### src/hw/rtl/fe7pk_pkg.sv
// Shared types and constants for the framed 8-to-7 bit packer.
// No dependencies; imported by every other file of the block but fe7pk_ifs.
package fe7pk_pkg;

  localparam logic [7:0] START_MARK = 8'hF0;
  localparam logic [7:0] END_MARK   = 8'hF7;
  localparam logic [6:0] SEVEN_MASK = 7'h7F;

  localparam logic KIND_DATA = 1'b0;
  localparam logic KIND_END  = 1'b1;

  // Up to two output bytes produced by one input item.
  typedef struct packed {
    logic       two;
    logic [7:0] byte0;
    logic       last0;
    logic [7:0] byte1;
    logic       last1;
  } pair_t;

endpackage

### src/hw/rtl/fe7pk_ifs.sv
// Valid/ready channel interfaces for the packer's input and output streams.
// No dependencies.
interface fe7pk_in_if;
  logic       valid;
  logic       ready;
  logic       kind;
  logic [7:0] data_byte;

  modport source (output valid, output kind, output data_byte, input ready);
  modport sink   (input valid, input kind, input data_byte, output ready);
endinterface

interface fe7pk_out_if;
  logic       valid;
  logic       ready;
  logic [7:0] out_byte;
  logic       last;

  modport source (output valid, output out_byte, output last, input ready);
  modport sink   (input valid, input out_byte, input last, output ready);
endinterface

### src/hw/rtl/fe7pk_step.sv
// Packing logic and carried residue state: turns one item into one or two bytes.
// Depends on fe7pk_pkg.
module fe7pk_step (
  input  logic            clk,
  input  logic            rst,
  input  logic            advance,
  input  logic            kind,
  input  logic [7:0]      data_byte,
  output fe7pk_pkg::pair_t pair
);
  import fe7pk_pkg::*;

  logic [5:0]  residue_bits;
  logic [2:0]  residue_count;
  logic        frame_open;
  logic [5:0]  residue_bits_next;
  logic [2:0]  residue_count_next;
  logic        frame_open_next;

  logic [2:0]  cnt;
  logic [5:0]  acc;
  logic [13:0] comb;

  always_comb begin
    cnt  = (residue_count > 3'd6) ? 3'd6 : residue_count;
    acc  = residue_bits & 6'((7'd1 << cnt) - 7'd1);
    comb = {8'd0, acc} | (14'(data_byte) << cnt);

    pair               = '0;
    residue_bits_next  = residue_bits;
    residue_count_next = residue_count;
    frame_open_next    = frame_open;

    if (kind == KIND_DATA) begin
      frame_open_next = 1'b1;
      if (!frame_open) begin
        pair.two   = 1'b1;
        pair.byte0 = START_MARK;
        pair.byte1 = {1'b0, comb[6:0] & SEVEN_MASK};
      end else if (cnt == 3'd6) begin
        pair.two   = 1'b1;
        pair.byte0 = {1'b0, comb[6:0]};
        pair.byte1 = {1'b0, comb[13:7]};
      end else begin
        pair.byte0 = {1'b0, comb[6:0]};
      end
      // a full 14 bits leaves nothing carried
      if (frame_open && cnt == 3'd6) begin
        residue_bits_next  = '0;
        residue_count_next = '0;
      end else begin
        residue_bits_next  = comb[12:7];
        residue_count_next = cnt + 3'd1;
      end
    end else begin
      if (!frame_open || cnt != 3'd0) begin
        pair.two   = 1'b1;
        pair.byte0 = frame_open ? {2'b00, acc} : START_MARK;
        pair.byte1 = END_MARK;
        pair.last1 = 1'b1;
      end else begin
        pair.byte0 = END_MARK;
        pair.last0 = 1'b1;
      end
      residue_bits_next  = '0;
      residue_count_next = '0;
      frame_open_next    = 1'b0;
    end
  end

  always_ff @(posedge clk) begin
    if (rst) begin
      residue_bits  <= '0;
      residue_count <= '0;
      frame_open    <= 1'b0;
    end else if (advance) begin
      residue_bits  <= residue_bits_next;
      residue_count <= residue_count_next;
      frame_open    <= frame_open_next;
    end
  end

endmodule

### src/hw/rtl/fe7pk_out_buf.sv
// Result register holding one byte pair and sending it out one byte at a time.
// Depends on fe7pk_pkg and fe7pk_out_if.
module fe7pk_out_buf (
  input  logic             clk,
  input  logic             rst,
  input  logic             load_valid,
  input  fe7pk_pkg::pair_t load_pair,
  output logic             load_ready,
  fe7pk_out_if.source      out_ch
);
  import fe7pk_pkg::*;

  pair_t pair;
  logic  pvalid;
  logic  sel;
  logic  done;

  assign out_ch.valid    = pvalid;
  assign out_ch.out_byte = sel ? pair.byte1 : pair.byte0;
  assign out_ch.last     = sel ? pair.last1 : pair.last0;

  // pair leaves when its final byte is taken
  assign done       = pvalid && out_ch.ready && (sel || !pair.two);
  assign load_ready = !pvalid || done;

  always_ff @(posedge clk) begin
    if (load_valid && load_ready) begin
      pair <= load_pair;
    end
  end

  always_ff @(posedge clk) begin
    if (rst) begin
      pvalid <= 1'b0;
      sel    <= 1'b0;
    end else if (load_valid && load_ready) begin
      pvalid <= 1'b1;
      sel    <= 1'b0;
    end else if (done) begin
      pvalid <= 1'b0;
      sel    <= 1'b0;
    end else if (pvalid && out_ch.ready) begin
      sel <= 1'b1;
    end
  end

endmodule

### src/hw/rtl/framed_eight_to_seven_bit_packer_core.sv
// Framed 8-to-7 bit packer: top level with input register, packing step and output buffer.
// Depends on fe7pk_pkg, fe7pk_ifs, fe7pk_step and fe7pk_out_buf.
//
// Usage:
//   in_ch carries requests: kind 0 is a message data byte, kind 1 closes the
//   message. out_ch carries bytes: 0xF0 opens each frame, the data bits follow
//   repacked LSB first into 7-bit bytes, and 0xF7 with last high closes it.
//   An empty message gives 0xF0 then 0xF7.
// Path: a request goes through the input register and then the output buffer
//   register before its first byte is valid on out_ch.
// Throughput: a request yields one or two bytes; the output buffer sends one
//   byte a cycle while out_ch is ready, and a request making two bytes holds
//   back the next one until both are taken. The output port sets the rate.
// Reset: rst (synchronous) empties the input and output registers and clears
//   the carried residue bits and the open-frame flag.
// Stall: when out_ch is not ready the byte on it holds; the input register
//   still takes one more request, then in_ch.ready drops until the output
//   buffer frees.
module framed_eight_to_seven_bit_packer_core (
  input  logic        clk,
  input  logic        rst,
  fe7pk_in_if.sink    in_ch,
  fe7pk_out_if.source out_ch
);
  import fe7pk_pkg::*;

  logic       stage_valid;
  logic       stage_kind;
  logic [7:0] stage_data;
  logic       load_ready;
  logic       advance;
  pair_t      step_pair;

  assign advance     = stage_valid && load_ready;
  assign in_ch.ready = !stage_valid || load_ready;

  always_ff @(posedge clk) begin
    if (in_ch.valid && in_ch.ready) begin
      stage_kind <= in_ch.kind;
      stage_data <= in_ch.data_byte;
    end
  end

  always_ff @(posedge clk) begin
    if (rst) begin
      stage_valid <= 1'b0;
    end else if (in_ch.ready) begin
      stage_valid <= in_ch.valid;
    end
  end

  fe7pk_step u_step (
    .clk       (clk),
    .rst       (rst),
    .advance   (advance),
    .kind      (stage_kind),
    .data_byte (stage_data),
    .pair      (step_pair)
  );

  fe7pk_out_buf u_out_buf (
    .clk        (clk),
    .rst        (rst),
    .load_valid (stage_valid),
    .load_pair  (step_pair),
    .load_ready (load_ready),
    .out_ch     (out_ch)
  );

endmodule

### src/flat_wrapper.sv
// flat-port wrapper written by rule: the top's interface ports become plain ports
module framed_eight_to_seven_bit_packer_core_flat import fe7pk_pkg::*;
  (clk, rst, in_ch_valid, in_ch_kind, in_ch_data_byte, in_ch_ready, out_ch_valid, out_ch_out_byte, out_ch_last, out_ch_ready);
  fe7pk_in_if in_ch_i ();
  fe7pk_out_if out_ch_i ();
  input  logic clk;
  input  logic rst;
  input wire logic [$bits(in_ch_i.valid)-1:0] in_ch_valid;
  input wire logic [$bits(in_ch_i.kind)-1:0] in_ch_kind;
  input wire logic [$bits(in_ch_i.data_byte)-1:0] in_ch_data_byte;
  output wire logic [$bits(in_ch_i.ready)-1:0] in_ch_ready;
  output wire logic [$bits(out_ch_i.valid)-1:0] out_ch_valid;
  output wire logic [$bits(out_ch_i.out_byte)-1:0] out_ch_out_byte;
  output wire logic [$bits(out_ch_i.last)-1:0] out_ch_last;
  input wire logic [$bits(out_ch_i.ready)-1:0] out_ch_ready;
  assign in_ch_i.valid = in_ch_valid;
  assign in_ch_i.kind = in_ch_kind;
  assign in_ch_i.data_byte = in_ch_data_byte;
  assign in_ch_ready = in_ch_i.ready;
  assign out_ch_valid = out_ch_i.valid;
  assign out_ch_out_byte = out_ch_i.out_byte;
  assign out_ch_last = out_ch_i.last;
  assign out_ch_i.ready = out_ch_ready;
  framed_eight_to_seven_bit_packer_core u_core (.clk(clk), .rst(rst), .in_ch(in_ch_i), .out_ch(out_ch_i));
endmodule
### config.mk
export PLATFORM = sky130hd
export DESIGN_NAME = framed_eight_to_seven_bit_packer_core_flat
export DESIGN_NICKNAME = d
export VERILOG_FILES = /design/src/hw/rtl/fe7pk_pkg.sv /design/src/hw/rtl/fe7pk_ifs.sv /design/src/hw/rtl/fe7pk_step.sv /design/src/hw/rtl/fe7pk_out_buf.sv /design/src/hw/rtl/framed_eight_to_seven_bit_packer_core.sv /design/src/flat_wrapper.sv
export SDC_FILE = /design/constraint.sdc
export NUM_CORES = 1
export LEC_CHECK = 0
export ABC_CLOCK_PERIOD_IN_PS = 5200
export BUFFER_PORTS_ARGS = -buffer_cell sky130_fd_sc_hd__buf_2
export CAP_MARGIN = 0
export CORE_MARGIN = 1.5
export CORE_UTILIZATION = 29
export DETAILED_ROUTE_END_ITERATION = 6
export GPL_ROUTABILITY_DRIVEN = 0
export HOLD_SLACK_MARGIN = 0.02
export PLACE_DENSITY = 0.56
export SLEW_MARGIN = 25
export SYNTH_ARGS = -nofsm -noshare
export SYNTH_HDL_FRONTEND = slang
export SYNTH_SLANG_ARGS = --single-unit
### constraint.sdc
create_clock -name clk -period 5.2 [get_ports clk]
set_clock_uncertainty 0.1 [all_clocks]
set_input_delay 0.26 -clock clk [delete_from_list [all_inputs] [get_ports clk]]
set_output_delay 0.26 -clock clk [all_outputs]
set_load 0.01 [all_outputs]
==> impl_metrics.json <==
{
  "run_status": "completed",
  "ios": 24,
  "holdBufCountCts": 0,
  "overflow": 0,
  "cp.required_ps": 5120,
  "htree_levels": 2,
  "synthCells": 219,
  "timing.final.crit_share": 0.477,
  "cts-root-buf": "clkbuf_8",
  "synth_cell_types": 48,
  "synth_nets": 233,
  "timing.rr.end": "u_core.u_out_buf.pair[6]",
  "layout-drive-gt1-share": 0.190,
  "dp_hpwl_mm": 3.39,
  "rows": 31,
  "die_h_um": 91.2,
  "synth-simple-area-share": 0.134,
  "crit_buf_inv": 0,
  "drc": 0,
  "synthArstFlopShare": 0,
  "path_delay_family": "flip-flops",
  "hold_viol": 0,
  "post_cts_resized": 0,
  "fin_setup_tns_ps": 0,
  "ir_drop_v": 0.0000873,
  "hold_end": "u_core.stage_data[2]",
  "slowest_delay_ps": 940,
  "post-cts-setup-buffer-count": 0,
  "synth_ff_type": "edfxtp_1",
  "cp_cell_sequence": "mux4_2 > a22o_1 > a211oi_1 > o21ai_1",
  "clk_latency_ps": 290,
  "max_cap_violations": 0,
  "min_path_type": "in -> reg",
  "syn_avg_cell_area_sq_um": 10.3,
  "hold_path_depth": 1,
  "area_growth_pct": 10.9,
  "clk_pin_slew_ps": 70,
  "vias": 1680,
  "start_util": 0.306,
  "cts_tree": "done",
  "ys_seq_area_frac": 0.475,
  "numCtsBuffers": 5,
  "r2r_cells": 4,
  "critPathArrivalTime_ps": 2400,
  "detail-route-antenna-nets": 0,
  "place.port_buffers": 23,
  "rr_startpoint": "u_core.u_step.residue_count[0]",
  "core_region_area_sq_um": 7370,
  "grt_pass1_vias": 1534,
  "wl_per_cell_um": 14.6,
  "grt_usage": 0.120,
  "fillers": 781,
  "slew_viol_final": 0,
  "grt_pass1_wl_mm": 7.95,
  "synthMuxAreaShare": 0.118,
  "slowest_stage": "dfxtp_1",
  "finalCriticalPeriod_ps": 2480,
  "clock_sinks": 40,
  "rsz0062_at_grt": "false",
  "final_nets": 245,
  "post-place-cells": 323,
  "utilization": 0.339,
  "tightest_slew_ps": 936,
  "drt_pass1_iterations": 5,
  "dr.first_iter.drc_count": 187,
  "leakage_nw": 0.859,
  "num_antenna_cells": 0,
  "reg2reg_slack_ps": 2720,
  "worstHoldStart": "in_ch_data_byte[2]",
  "power_density_nw_per_um2": 262,
  "finalSetupViolations": 0,
  "start_kind": "flip-flop",
  "yosys_warnings": 0,
  "synth_compound_area_frac": 0.213,
  "synth_seq_cells": 40,
  "synthAdderAreaFrac": 0.00555,
  "die_w_um": 91.2,
  "grt_max_degree": 41,
  "dieArea_sq_um": 8310,
  "fmax_mhz": 403,
  "antenna_found_initial": 0,
  "layoutNonFillerInstCount": 331,
  "wirelength_mm": 4.82,
  "synth_edf_count": 27,
  "cts_max_path_buffers": 2,
  "cp-end-kind": "flip-flop",
  "crit_type": "reg -> reg",
  "syn-cell-area_sq_um": 2250,
  "synth-xor-area-share": 0,
  "synth_top_family_by_area": "compound AO/OA/AOI/OAI gates",
  "max-slew-margin-rel": 0.375,
  "vias_per_cell": 5.08,
  "cp_max_fo": 26
}
[layout by cell type (no fill, tap or decap), drive strengths merged, types with 2 or more instances in the layout]
cell type   n
a211oi      3
a21boi      3
a21oi       8
a221o       2
a221oi      4
a22o        3
a22oi       5
a31oi       2
a32o        3
and2        2
and3        6
buf        25
clkbuf      7
dfxtp      13
edfxtp     27
inv         9
mux2        9
mux2i       7
mux4        4
nand2      19
nand2b      6
nand3b      2
nor2       13
nor2b       4
nor3        3
o211ai      4
o21ai      16
o21bai      3
o2bb2ai     3
o311ai      2
or3         2
[Yosys cell counts, types with 4 or more instances]
master    count  area [sq um]
dfxtp_1      13           260
o21ai_0      15          75.1
a22oi_1       5          37.5
edfxtp_1     27           811
a21oi_1       8          40.0
nor2_1       13          48.8
inv_1         9          33.8
nor2b_1       4          25.0
nand2b_1      6          37.5
nand2_1      19          71.3
and3_1        6          37.5
mux2_2        9           101
a221oi_1      4          35.0
o211ai_1      4          30.0
clkbuf_1      8          30.0
mux2i_1       7          70.1
buf_2         9          45.0
[how the worst max path moves through the flow]
stage | startpoint | endpoint | slack, ps | cells after the start
after floorplan | u_core.u_out_buf.pair[18] | u_core.u_step.residue_count[2] | 3060 | 5
after global routing | u_core.u_step.residue_count[0] | u_core.u_out_buf.pair[6] | 2580 | 4
final | u_core.u_step.residue_count[0] | u_core.u_out_buf.pair[6] | 2720 | 4
after CTS | u_core.u_step.residue_count[0] | u_core.u_out_buf.pair[6] | 2730 | 4
after global placement | u_core.u_step.residue_count[0] | u_core.u_out_buf.pair[6] | 2770 | 4
after detailed placement | u_core.u_step.residue_count[0] | u_core.u_out_buf.pair[6] | 2740 | 4
[state kept, by name, summed over array words and instances (netlist names)]
register / cells
u_core.stage_kind: 1
u_core.u_step.frame_open: 1
u_core.u_out_buf.out_ch.valid: 1
u_core.u_out_buf.sel: 1
u_core.stage_valid: 1
u_core.stage_data: 8
u_core.u_step.residue_bits: 6
u_core.u_out_buf.pair: 18
u_core.u_step.residue_count: 3
[stage by stage]
| stage | hold slack (ps) | setup slack (ps) | total power [W] | instance area [sq um] |
|---|---|---|---|---|
| after floorplan | 259 | 3060 | 0.000443 | 2250 |
| after global placement | 338 | 2770 | 0.000467 | 2420 |
| after detailed placement | 338 | 2740 | 0.000469 | 2420 |
| after CTS | 28.7 | 2730 | 0.000664 | 2500 |
| after global routing | 30.2 | 2580 | 0.000688 | 2500 |
| final | 37.2 | 2720 | 0.000655 | 2500 |
[cell type report]
cell class | count | area (sq um) | share of cell area
Clock buffer | 7 | 76.3 | 0.0305
Clock inverter | 1 | 3.75 | 0.00150
Inverter | 9 | 33.8 | 0.0135
Multi-Input combinational cell | 150 | 1060 | 0.424
Sequential cell | 40 | 1070 | 0.429
Tap cell | 99 | 124 | 0.0496
Timing Repair Buffer | 25 | 130 | 0.0521
[logic make-up after synthesis]
logic type	Yosys count
AO/OA/AOI/OAI	68
AND/OR/NAND/NOR	61
flip-flops	40
buffers and inverters	29
multiplexers	20
adder cells (fa/ha/maj)	1
[per-layer routing]
layer	global-route usage	wire [um]
met3	0.0302	225
met2	0.174	2150
met4	0.0430	77
met1	0.172	2370
met5	0	0
[where the power goes]
group | internal, W | total [W] | switching (W)
Combinational | 0.0000393 | 0.0000820 | 0.0000427
Clock | 0.0000933 | 0.000193 | 0.000100
Sequential | 0.000358 | 0.000380 | 0.0000220
Total | 0.000490 | 0.000655 | 0.000165
No activity file was read; power rests on OpenSTA's default activity.
